==> src/rtl/dtfp_pkg.sv <==
package dtfp_pkg;

    // Field widths
    localparam int CHAR_W   = 8;
    localparam int WHOLE_W  = 63;
    localparam int FRAC_W   = 7;
    localparam int AMOUNT_W = 64;
    localparam int STATUS_W = 2;

    // Result status codes
    typedef enum logic [STATUS_W-1:0] {
        ST_OK    = 2'd0,
        ST_PARSE = 2'd1,
        ST_OVER  = 2'd2
    } status_t;

    // Character codes
    localparam logic [CHAR_W-1:0] CH_NUL   = 8'h00;
    localparam logic [CHAR_W-1:0] CH_TAB   = 8'h09;
    localparam logic [CHAR_W-1:0] CH_CR    = 8'h0D;
    localparam logic [CHAR_W-1:0] CH_SPACE = 8'h20;
    localparam logic [CHAR_W-1:0] CH_PLUS  = 8'h2B;
    localparam logic [CHAR_W-1:0] CH_MINUS = 8'h2D;
    localparam logic [CHAR_W-1:0] CH_POINT = 8'h2E;
    localparam logic [CHAR_W-1:0] CH_ZERO  = 8'h30;
    localparam logic [CHAR_W-1:0] CH_NINE  = 8'h39;

    // Overflow limits: (2^63-1 - d) / 10 and (2^63-1 - f) / 100 are these values
    // when the low digit d or fraction f is at most seven, and one less above that.
    localparam logic [WHOLE_W-1:0] WHOLE_STEP_LIMIT = 63'd922337203685477580;
    localparam logic [WHOLE_W-1:0] FINISH_LIMIT     = 63'd92233720368547758;
    localparam logic [FRAC_W-1:0]  LIMIT_LOW_MAX    = 7'd7;

    // Snapshot of the parser state at a terminator
    typedef struct packed {
        status_t              status;
        logic                 neg;
        logic [WHOLE_W-1:0]   whole;
        logic [FRAC_W-1:0]    frac;
    } fin_t;

endpackage

==> src/rtl/dtfp_parse.sv <==
module dtfp_parse
    import dtfp_pkg::*;
(
    input  logic              clk,
    input  logic              rst_n,
    input  logic [CHAR_W-1:0] char_code,
    input  logic              char_valid,
    output logic              char_stall,
    output logic              fin_valid,
    output fin_t              fin,
    input  logic              take_ready
);

    typedef enum logic [2:0] {
        PH_LEAD,
        PH_SIGN,
        PH_WHOLE,
        PH_POINT,
        PH_FRAC1,
        PH_FRAC2,
        PH_TRAIL
    } phase_t;

    logic              chr_valid_reg;
    logic [CHAR_W-1:0] chr_reg;

    phase_t             phase_reg,  phase_next;
    logic [WHOLE_W-1:0] whole_reg,  whole_next;
    logic [FRAC_W-1:0]  frac_reg,   frac_next;
    logic               neg_reg,    neg_next;
    logic               seen_reg,   seen_next;
    status_t            err_reg,    err_next;

    logic    fin_valid_reg;
    fin_t    fin_reg;
    status_t fin_status;

    logic               is_term, is_ws, is_dig, is_sign, is_point;
    logic               fin_ready, consume;
    logic [3:0]         digit;
    logic [WHOLE_W-1:0] whole_times_ten;
    logic               whole_over, finish_over;

    // Classify the held character
    assign is_term  = (chr_reg == CH_NUL);
    assign is_ws    = (chr_reg == CH_SPACE) || ((chr_reg >= CH_TAB) && (chr_reg <= CH_CR));
    assign is_dig   = (chr_reg >= CH_ZERO) && (chr_reg <= CH_NINE);
    assign is_sign  = (chr_reg == CH_PLUS) || (chr_reg == CH_MINUS);
    assign is_point = (chr_reg == CH_POINT);
    assign digit    = chr_reg[3:0];

    // Handshake: a terminator needs room in the snapshot register
    assign fin_ready  = !fin_valid_reg || take_ready;
    assign consume    = chr_valid_reg && (!is_term || fin_ready);
    assign char_stall = chr_valid_reg && !consume;

    // Whole accumulation and its overflow test
    assign whole_times_ten = {whole_reg[WHOLE_W-4:0], 3'b000}
                           + {whole_reg[WHOLE_W-2:0], 1'b0}
                           + WHOLE_W'(digit);
    assign whole_over = (whole_reg > WHOLE_STEP_LIMIT)
                     || ((whole_reg == WHOLE_STEP_LIMIT) && (FRAC_W'(digit) > LIMIT_LOW_MAX));
    assign finish_over = (whole_reg > FINISH_LIMIT)
                      || ((whole_reg == FINISH_LIMIT) && (frac_reg > LIMIT_LOW_MAX));

    // Final status at a terminator
    always_comb
    begin
        fin_status = err_reg;
        if (err_reg == ST_OK)
        begin
            if ((phase_reg == PH_LEAD) || (phase_reg == PH_SIGN) || !seen_reg)
                fin_status = ST_PARSE;
            else if (finish_over)
                fin_status = ST_OVER;
        end
    end

    // Advance the parser by one character
    always_comb
    begin
        phase_next = phase_reg;
        whole_next = whole_reg;
        frac_next  = frac_reg;
        neg_next   = neg_reg;
        seen_next  = seen_reg;
        err_next   = err_reg;
        if (consume)
        begin
            if (is_term)
            begin
                phase_next = PH_LEAD;
                whole_next = '0;
                frac_next  = '0;
                neg_next   = 1'b0;
                seen_next  = 1'b0;
                err_next   = ST_OK;
            end
            else if (err_reg == ST_OK)
            begin
                unique case (phase_reg) inside
                    PH_LEAD, PH_SIGN:
                    begin
                        if ((phase_reg == PH_LEAD) && is_ws)
                        begin
                            phase_next = PH_LEAD;
                        end
                        else if ((phase_reg == PH_LEAD) && is_sign)
                        begin
                            neg_next   = (chr_reg == CH_MINUS);
                            phase_next = PH_SIGN;
                        end
                        else if (is_dig)
                        begin
                            whole_next = WHOLE_W'(digit);
                            seen_next  = 1'b1;
                            phase_next = PH_WHOLE;
                        end
                        else if (is_point)
                            phase_next = PH_POINT;
                        else
                            err_next = ST_PARSE;
                    end
                    PH_WHOLE:
                    begin
                        if (is_dig)
                        begin
                            if (whole_over)
                                err_next = ST_OVER;
                            else
                                whole_next = whole_times_ten;
                        end
                        else if (is_point)
                            phase_next = PH_POINT;
                        else if (is_ws)
                            phase_next = PH_TRAIL;
                        else
                            err_next = ST_PARSE;
                    end
                    PH_POINT:
                    begin
                        if (is_dig)
                        begin
                            frac_next  = {digit, 3'b000} + {2'b00, digit, 1'b0};
                            seen_next  = 1'b1;
                            phase_next = PH_FRAC1;
                        end
                        else if (is_ws)
                            phase_next = PH_TRAIL;
                        else
                            err_next = ST_PARSE;
                    end
                    PH_FRAC1:
                    begin
                        if (is_dig)
                        begin
                            frac_next  = frac_reg + FRAC_W'(digit);
                            seen_next  = 1'b1;
                            phase_next = PH_FRAC2;
                        end
                        else if (is_ws)
                            phase_next = PH_TRAIL;
                        else
                            err_next = ST_PARSE;
                    end
                    PH_FRAC2:
                    begin
                        if (is_ws && !is_dig)
                            phase_next = PH_TRAIL;
                        else
                            err_next = ST_PARSE;
                    end
                    default:
                    begin
                        if (!is_ws)
                            err_next = ST_PARSE;
                    end
                endcase
            end
        end
    end

    // Hold the input character
    always_ff @(posedge clk or negedge rst_n)
    begin
        if (!rst_n)
            chr_valid_reg <= 1'b0;
        else if (!char_stall)
            chr_valid_reg <= char_valid;
    end

    always_ff @(posedge clk)
    begin
        if (char_valid && !char_stall)
            chr_reg <= char_code;
    end

    // Parser state
    always_ff @(posedge clk or negedge rst_n)
    begin
        if (!rst_n)
        begin
            phase_reg <= PH_LEAD;
            whole_reg <= '0;
            frac_reg  <= '0;
            neg_reg   <= 1'b0;
            seen_reg  <= 1'b0;
            err_reg   <= ST_OK;
        end
        else
        begin
            phase_reg <= phase_next;
            whole_reg <= whole_next;
            frac_reg  <= frac_next;
            neg_reg   <= neg_next;
            seen_reg  <= seen_next;
            err_reg   <= err_next;
        end
    end

    // Snapshot at a terminator
    always_ff @(posedge clk or negedge rst_n)
    begin
        if (!rst_n)
            fin_valid_reg <= 1'b0;
        else if (fin_ready)
            fin_valid_reg <= consume && is_term;
    end

    always_ff @(posedge clk)
    begin
        if (consume && is_term)
        begin
            fin_reg.status <= fin_status;
            fin_reg.neg    <= neg_reg;
            fin_reg.whole  <= whole_reg;
            fin_reg.frac   <= frac_reg;
        end
    end

    assign fin_valid = fin_valid_reg;
    assign fin       = fin_reg;

endmodule

==> src/rtl/dtfp_scale.sv <==
module dtfp_scale
    import dtfp_pkg::*;
(
    input  logic                clk,
    input  logic                rst_n,
    input  logic                fin_valid,
    input  fin_t                fin,
    output logic                take_ready,
    output logic                result_valid,
    input  logic                result_stall,
    output logic [STATUS_W-1:0] status,
    output logic [AMOUNT_W-1:0] amount
);

    logic                scl_valid_reg;
    status_t             scl_status_reg;
    logic                scl_neg_reg;
    logic [AMOUNT_W-1:0] scl_value_reg, scl_value_next;

    logic                out_valid_reg;
    status_t             status_reg;
    logic [AMOUNT_W-1:0] amount_reg, amount_next;

    logic out_ready;

    // Ready chain through the two stages
    assign out_ready  = !out_valid_reg || !result_stall;
    assign take_ready = !scl_valid_reg || out_ready;

    // Scale to hundredths: whole * 64 + whole * 32 + whole * 4 + fraction
    assign scl_value_next = {fin.whole[AMOUNT_W-7:0], 6'b000000}
                          + {fin.whole[AMOUNT_W-6:0], 5'b00000}
                          + {fin.whole[AMOUNT_W-3:0], 2'b00}
                          + AMOUNT_W'(fin.frac);

    // Apply sign; drop the value on any error
    always_comb
    begin
        if (scl_status_reg != ST_OK)
            amount_next = '0;
        else if (scl_neg_reg)
            amount_next = ~scl_value_reg + AMOUNT_W'(1);
        else
            amount_next = scl_value_reg;
    end

    // Scale stage
    always_ff @(posedge clk or negedge rst_n)
    begin
        if (!rst_n)
            scl_valid_reg <= 1'b0;
        else if (take_ready)
            scl_valid_reg <= fin_valid;
    end

    always_ff @(posedge clk)
    begin
        if (take_ready && fin_valid)
        begin
            scl_status_reg <= fin.status;
            scl_neg_reg    <= fin.neg;
            scl_value_reg  <= scl_value_next;
        end
    end

    // Output stage
    always_ff @(posedge clk or negedge rst_n)
    begin
        if (!rst_n)
            out_valid_reg <= 1'b0;
        else if (out_ready)
            out_valid_reg <= scl_valid_reg;
    end

    always_ff @(posedge clk)
    begin
        if (out_ready && scl_valid_reg)
        begin
            status_reg <= scl_status_reg;
            amount_reg <= amount_next;
        end
    end

    assign result_valid = out_valid_reg;
    assign status       = status_reg;
    assign amount       = amount_reg;

endmodule

==> src/rtl/decimal_text_to_fixed_point_core.sv <==
// A terminator passes the character, snapshot, scale and output registers to a result.
// Throughput: one character per cycle while char_stall is low.
// Non-terminator characters give no result; each terminator gives exactly one.
// Reset (rst_n low, asynchronous) clears all valids and returns the parser
// to the leading-whitespace phase with no error latched.
module decimal_text_to_fixed_point_core
    import dtfp_pkg::*;
(
    input  logic                clk,
    input  logic                rst_n,
    input  logic [CHAR_W-1:0]   char_code,
    input  logic                char_valid,
    output logic                char_stall,
    output logic [STATUS_W-1:0] status,
    output logic [AMOUNT_W-1:0] amount,
    output logic                result_valid,
    input  logic                result_stall
);

    logic fin_valid;
    fin_t fin;
    logic take_ready;

    // Character parser and terminator snapshot
    dtfp_parse u_parse (
        .clk        (clk),
        .rst_n      (rst_n),
        .char_code  (char_code),
        .char_valid (char_valid),
        .char_stall (char_stall),
        .fin_valid  (fin_valid),
        .fin        (fin),
        .take_ready (take_ready)
    );

    // Scale, sign and output register
    dtfp_scale u_scale (
        .clk          (clk),
        .rst_n        (rst_n),
        .fin_valid    (fin_valid),
        .fin          (fin),
        .take_ready   (take_ready),
        .result_valid (result_valid),
        .result_stall (result_stall),
        .status       (status),
        .amount       (amount)
    );

endmodule

==> config.mk <==
export PLATFORM = sky130hd
export DESIGN_NAME = decimal_text_to_fixed_point_core
export DESIGN_NICKNAME = d
export VERILOG_FILES = /design/src/rtl/dtfp_pkg.sv /design/src/rtl/dtfp_parse.sv /design/src/rtl/dtfp_scale.sv /design/src/rtl/decimal_text_to_fixed_point_core.sv
export SDC_FILE = /design/constraint.sdc
export NUM_CORES = 1
export LEC_CHECK = 0
export ABC_AREA = 1
export ABC_CLOCK_PERIOD_IN_PS = 4200
export BUFFER_PORTS_ARGS = -buffer_cell sky130_fd_sc_hd__buf_2
export CAP_MARGIN = 5
export CORE_UTILIZATION = 50
export CTS_BUF_LIST = sky130_fd_sc_hd__clkbuf_4
export CTS_CLUSTER_SIZE = 28
export DETAILED_ROUTE_END_ITERATION = 6
export PLACE_DENSITY = 0.66
export SYNTH_ARGS = -nofsm -noshare
export SYNTH_HDL_FRONTEND = slang
export SYNTH_SLANG_ARGS = --single-unit
==> constraint.sdc <==
create_clock -name clk -period 4.2 [get_ports clk]
set_input_delay 0 -clock clk [delete_from_list [all_inputs] [get_ports clk]]
set_output_delay 0 -clock clk [all_outputs]
set_load 0.02 [all_outputs]
Word-level counts from Yosys, hierarchy flattened
Cells that the tools add are included.
{"block": "totals", "word_cells": 170, "input_bits": 12, "ff_bits": 294}
{"block": "op_classes", "bitwise": 1, "order_cmp": 8, "n_eq_ne": 28, "n_mux": 54, "n_addsub": 8, "reduce_logical": 51}
{"op": "63-bit two-way mux", "n": 7}
{"op": "64-bit adder", "n": 2}
{"op": "63-bit case mux with 2 select lines", "n": 1}
{"op": "64-bit by 1-bit adder with 64-bit output (second input constant)", "n": 1}
{"op": "64-bit by 7-bit adder with 64-bit output", "n": 1}
{"op": "64-bit two-way mux", "n": 1}
{"op": "64-bit NOT", "n": 1}
{"op": "63-bit by 4-bit adder with 63-bit output", "n": 1}
{"op": "63-bit adder", "n": 1}
{"op": "63-bit by 57-bit == test with 1-bit output (second input constant)", "n": 1}
{"op": "63-bit by 60-bit == test with 1-bit output (second input constant)", "n": 1}
{"op": "63-bit by 57-bit greater-than comparator with 1-bit output (second input constant)", "n": 1}
{"op": "63-bit by 60-bit greater-than comparator with 1-bit output (second input constant)", "n": 1}
{"op": "3-bit two-way mux", "n": 12}
{"op": "8-bit by 6-bit == test with 1-bit output (second input constant)", "n": 4}
{"op": "2-bit two-way mux", "n": 15}
{"op": "7-bit two-way mux", "n": 4}
{"op": "3-bit by 2-bit inequality test with 1-bit output (second input constant)", "n": 9}
{"op": "3-bit case mux with 5 select lines", "n": 1}
{"op": "5-bit AND reduction", "n": 3}
{"op": "7-bit case mux with 2 select lines", "n": 1}
{"op": "1-bit logical AND", "n": 13}
{"op": "3-bit by 1-bit inequality test with 1-bit output (second input constant)", "n": 4}
{"op": "1-bit logical OR", "n": 10}
{"op": "29 further kinds", "n": 54}

Depth between registers and ports, before layout
{"block": "logic_depth", "ltp_word": 10, "ltp_mapped": 18, "depth_no_buf": 18}

Cells and area by module
A second synthesis with hierarchy kept.
{"block": "unflattened", "cells_unflattened": 4215, "area_unflattened_um2": 28299.6}
{"mod": "dtfp_scale", "area_per_inst_um2": 14527.7, "instances": 1, "cells_per_inst": 2125}
{"mod": "dtfp_parse", "area_per_inst_um2": 13772.0, "instances": 1, "cells_per_inst": 2090}

Least setup slack after synthesis
OpenSTA, ideal clock, no wires.
{"block": "synth_path", "path_type": "reg2reg", "startpoint": "register u_scale.out_valid_reg, in the netlist u_scale.result_valid", "endpoint": "register u_scale.amount_reg[0], in the netlist u_scale.amount[0] (enable)", "stages_incl_launch_ff": 4, "t_required_ps": 3708, "period_less_slack_ps": 3870, "arrival_time_ps": 3379, "setup_ps": 492, "path_slack_ps": 330, "cell_sequence": "dfrtp_1 -> nand2_1 -> inv_1 -> nor2_1"}
{"block": "synth_via", "elab_chain_cells": 3}
{"element": "start: declaration", "line_no": "dtfp_scale.sv:20", "rtl": "logic out_valid_reg;"}
{"element": "start signal: assignment", "line_no": "dtfp_scale.sv:72", "rtl": "out_valid_reg <= scl_valid_reg;"}
{"element": "1-bit logical NOT", "line_no": "dtfp_scale.sv:27", "rtl": "assign out_ready = !out_valid_reg || !result_stall;"}
{"element": "1-bit logical OR", "line_no": "dtfp_scale.sv:27"}
{"element": "1-bit logical AND", "line_no": "dtfp_scale.sv:77", "rtl": "if (out_ready && scl_valid_reg)"}
{"element": "end signal: assignment", "line_no": "dtfp_scale.sv:80", "rtl": "amount_reg <= amount_next;"}
{"element": "end: declaration", "line_no": "dtfp_scale.sv:22", "rtl": "logic [AMOUNT_W-1:0] amount_reg, amount_next;"}
No other way between the ends.
A chain may end at the register's enable or synchronous reset.

Worst setup path in the final report
{"block": "layout_path", "startpoint": "register u_parse.fin_reg (netlist bit u_parse.fin[7])", "endpoint": "register u_scale.scl_value_reg[28], data pin"}
{"block": "layout_via", "elab_chain_cells": 3}
{"element": "start: declaration", "line_no": "dtfp_parse.sv:35", "rtl": "fin_t fin_reg;"}
{"element": "64-bit adder", "line_no": "dtfp_scale.sv:32", "rtl": "+ {fin.whole[AMOUNT_W-6:0], 5'b00000}"}
{"element": "64-bit adder (*)", "line_no": "dtfp_scale.sv:33", "rtl": "+ {fin.whole[AMOUNT_W-3:0], 2'b00}"}
{"element": "64-bit by 7-bit adder with 64-bit output (*)", "line_no": "dtfp_scale.sv:34", "rtl": "+ AMOUNT_W'(fin.frac);"}
{"element": "via u_scale.scl_value_next[28]", "line_no": "dtfp_scale.sv:18", "rtl": "logic [AMOUNT_W-1:0] scl_value_reg, scl_value_next;"}
{"element": "end signal: assignment", "line_no": "dtfp_scale.sv:62", "rtl": "scl_value_reg <= scl_value_next;"}
{"element": "end: declaration", "line_no": "dtfp_scale.sv:18"}
Mark *: on every way through the listed nets, which the timed path passes. The rest lies on a longest branch.

==> out/metrics.yaml <==
finish:
  fillCellCount: 5266
  drive_gt1_frac: 0.08174
  largest_reg_flops: 72
  synthToLayoutAreaGrowth_pct: 9.846
  stdcell_area_sq_um: 29200
  finalNonFillerCells: 4604
  final_common_cell: "nand2_1"
  layout.nets: 4173
  final_cell_mix: "nand2_1, inv_1, nor2_1"
grt:
  grt_pass1_vias: 24198
  grt_first_pass_wirelength_microns: 132600
  grt_max_degree: 67
  grt_usage: 0.3257
  grt_antenna_before_repair: 1
  overflow: 0
cts:
  clock_sinks: 294
  clk_pin_slew_ps: 70
  ctsHtreeMaxLevel: 3
  cts-root-buf: "clkbuf_4"
  ctsResizeCount: 0
  clk-insertion-delay-late_ps: 830
  cts_buffers: 85
  cts_tree: "done"
  clockBufferDepth: 3
placement:
  hpwl_microns: 71460
  place_inst: 4427
  place.gp.congestion: 1.031
  port-buffer-count: 79
  placed_cell_area_sq_um: 27860
pwr:
  powerDensity_nw_per_um2: 275.7
  leakage_nw: 14.29
  ir_drop_mv: 0.2268
timing:
  drv_slew: 0
  setup-tns-final_ps: 0
  fin_hold_ws_ps: 307.9
  setup_violations: 0
  rsz0062_at_grt: "false"
  period_share: 0.9077
  worst_pin_slew_ps: 1025
  period_needed_ps: 3812
  hold_violations: 0
  finClkSkew_ps: 65.11
  slew_headroom: 0.3161
  max_freq_mhz: 262.3
die:
  start_util: 0.5059
  io-pin-count: 80
  dieHeight_microns: 232.6
  num_rows: 84
  core_sq_um: 52550
  die_area_sq_um: 54100
  die_w_microns: 232.6
setup_path:
  r2r_slack_ps: 390
  critPathKind: "reg -> reg"
  rr_endpoint: "u_scale.scl_value_reg[28]"
  rr_worst_depth: 13
  worstSetupStartpointType: "flip-flop"
  r2r_start: "u_parse.fin[7]"
  arrival_ps: 4340
  crit_fanout: 5
  critPathCaptureType: "flip-flop"
  cp.required_ps: 4730
drt:
  wl_per_cell_microns: 18.78
  vias: 24544
  final_antenna_net_count: 0
  vias_per_cell: 5.331
  drt_wl_total_microns: 86480
  drc: 0
  drt-initial-drc-count: 1625
  drt_pre_antenna_iters: 6
run_status:
  status: "finished clean"
yosys:
  ys_top_cells_by_area: "edfxtp_1, nand2_1, ha_1, inv_1, dfrtp_1"
  synthArstFlopShare: 0.2755
  yosysWarnings: 0
  ys.flop_type: "edfxtp_1"
  synth_seq_cells: 294
  ys_seq_area_frac: 0.3168
  ys_types: 53
  synth_top_area_frac: 0.2406
  syn_area_per_cell_sq_um: 7.248
  synth-edff-count: 213
  syn-num-nets: 3992
  synth_area_sq_um: 26590
  syn_inst: 3668
  yosysTopAreaCell: "edfxtp_1"
run:
  cap_violations: 0
min_path:
  hold_class: "in -> async"
-- worst max-delay path by stage --
stage,end,slack [ps],from
floorplan,u_scale.amount[0],330,u_scale.result_valid
global placement,u_scale.scl_value_reg[28],540,u_parse.fin[7]
detailed placement,u_scale.scl_value_reg[57],480,u_parse.fin[7]
CTS,u_scale.scl_value_reg[57],440,u_parse.fin[7]
global route,u_scale.scl_value_reg[57],130,u_parse.fin[7]
finish,u_scale.scl_value_reg[28],390,u_parse.fin[7]
-- kinds of logic after synthesis --
family | share of synthesized area
compound gates | 0.1107
xor+xnor | 0.03525
fa+ha+maj | 0.1649
buf+inv | 0.09897
flops | 0.3168
simple gates | 0.2733
-- through the flow --
stage	utilization	setup slack (ps)	total power, mW
after floorplan	-	329.8	4.738
after global placement	0.5301	540.9	5.312
after detailed placement	0.5301	477.8	5.320
after CTS	0.5557	441.3	8.118
after global routing	0.5557	128.1	8.504
final	0.5557	387.7	8.052
-- worst max-delay path, cell delays in order, from the launching register on --
cell      delay (ps)
edfxtp_1         410
inv_1            140
fa_1             420
inv_1             80
fa_1             430
ha_1             370
nand2_1           80
o21ai_2          250
a21oi_1          170
o21ai_0          170
buf_4            180
nand2_1           50
nand2_1          280
xor2_1           480
-- timing repair --
action	4_1_cts	5_1_grt
endpoints found under the hold margin	114	0
hold buffers	23	0
buffers inserted	0	0
-- layout make-up --
cell class              count  area, sq um  area share
multi-input cells        2692        15540      0.5322
flip-flops and latches    294         8423      0.2884
inverters                 651         2451     0.08393
clock buffers             126        945.9     0.03239
well taps                 688        860.8     0.02948
repair buffers            125        830.8     0.02845
clock inverters            27        147.6    0.005056
diodes                      1        2.502  0.00008569
-- routing by layer --
metal	part of all wire	global-route usage
met1	0.39	0.3689
met2	0.49	0.5750
met3	0.048	0.04240
met4	0.066	0.2102
met5	0	0
-- power breakdown --
part / total [mW] / switching [mW] / internal (mW)
Clock: 2.76 / 1.32 / 1.44
Sequential: 3.53 / 0.276 / 3.26
Combinational: 1.76 / 1.15 / 0.613
-- synthesized netlist by cell type, types with 4 or more instances --
cell and number:
nor4_1 13, nor2_1 421, nand3b_1 9, o21a_1 5, nor2_2 6, nor3b_1 7, xor2_1 64, dfrtp_1 81
xnor2_1 43, clkbuf_1 17, fa_1 64, a21oi_1 234, a21o_1 7, o21ai_2 43, a21boi_0 6, buf_4 6
nand2_1 995, o211ai_1 6, nor3_1 70, buf_6 5, a31oi_1 13, and3_1 8, ha_1 248, o21ai_0 152
edfxtp_1 213, o21ai_1 4, nand3_1 150, o21bai_1 28, inv_1 645, or2_2 7, nand4_1 58
No activity file was read; power rests on OpenSTA's default activity.
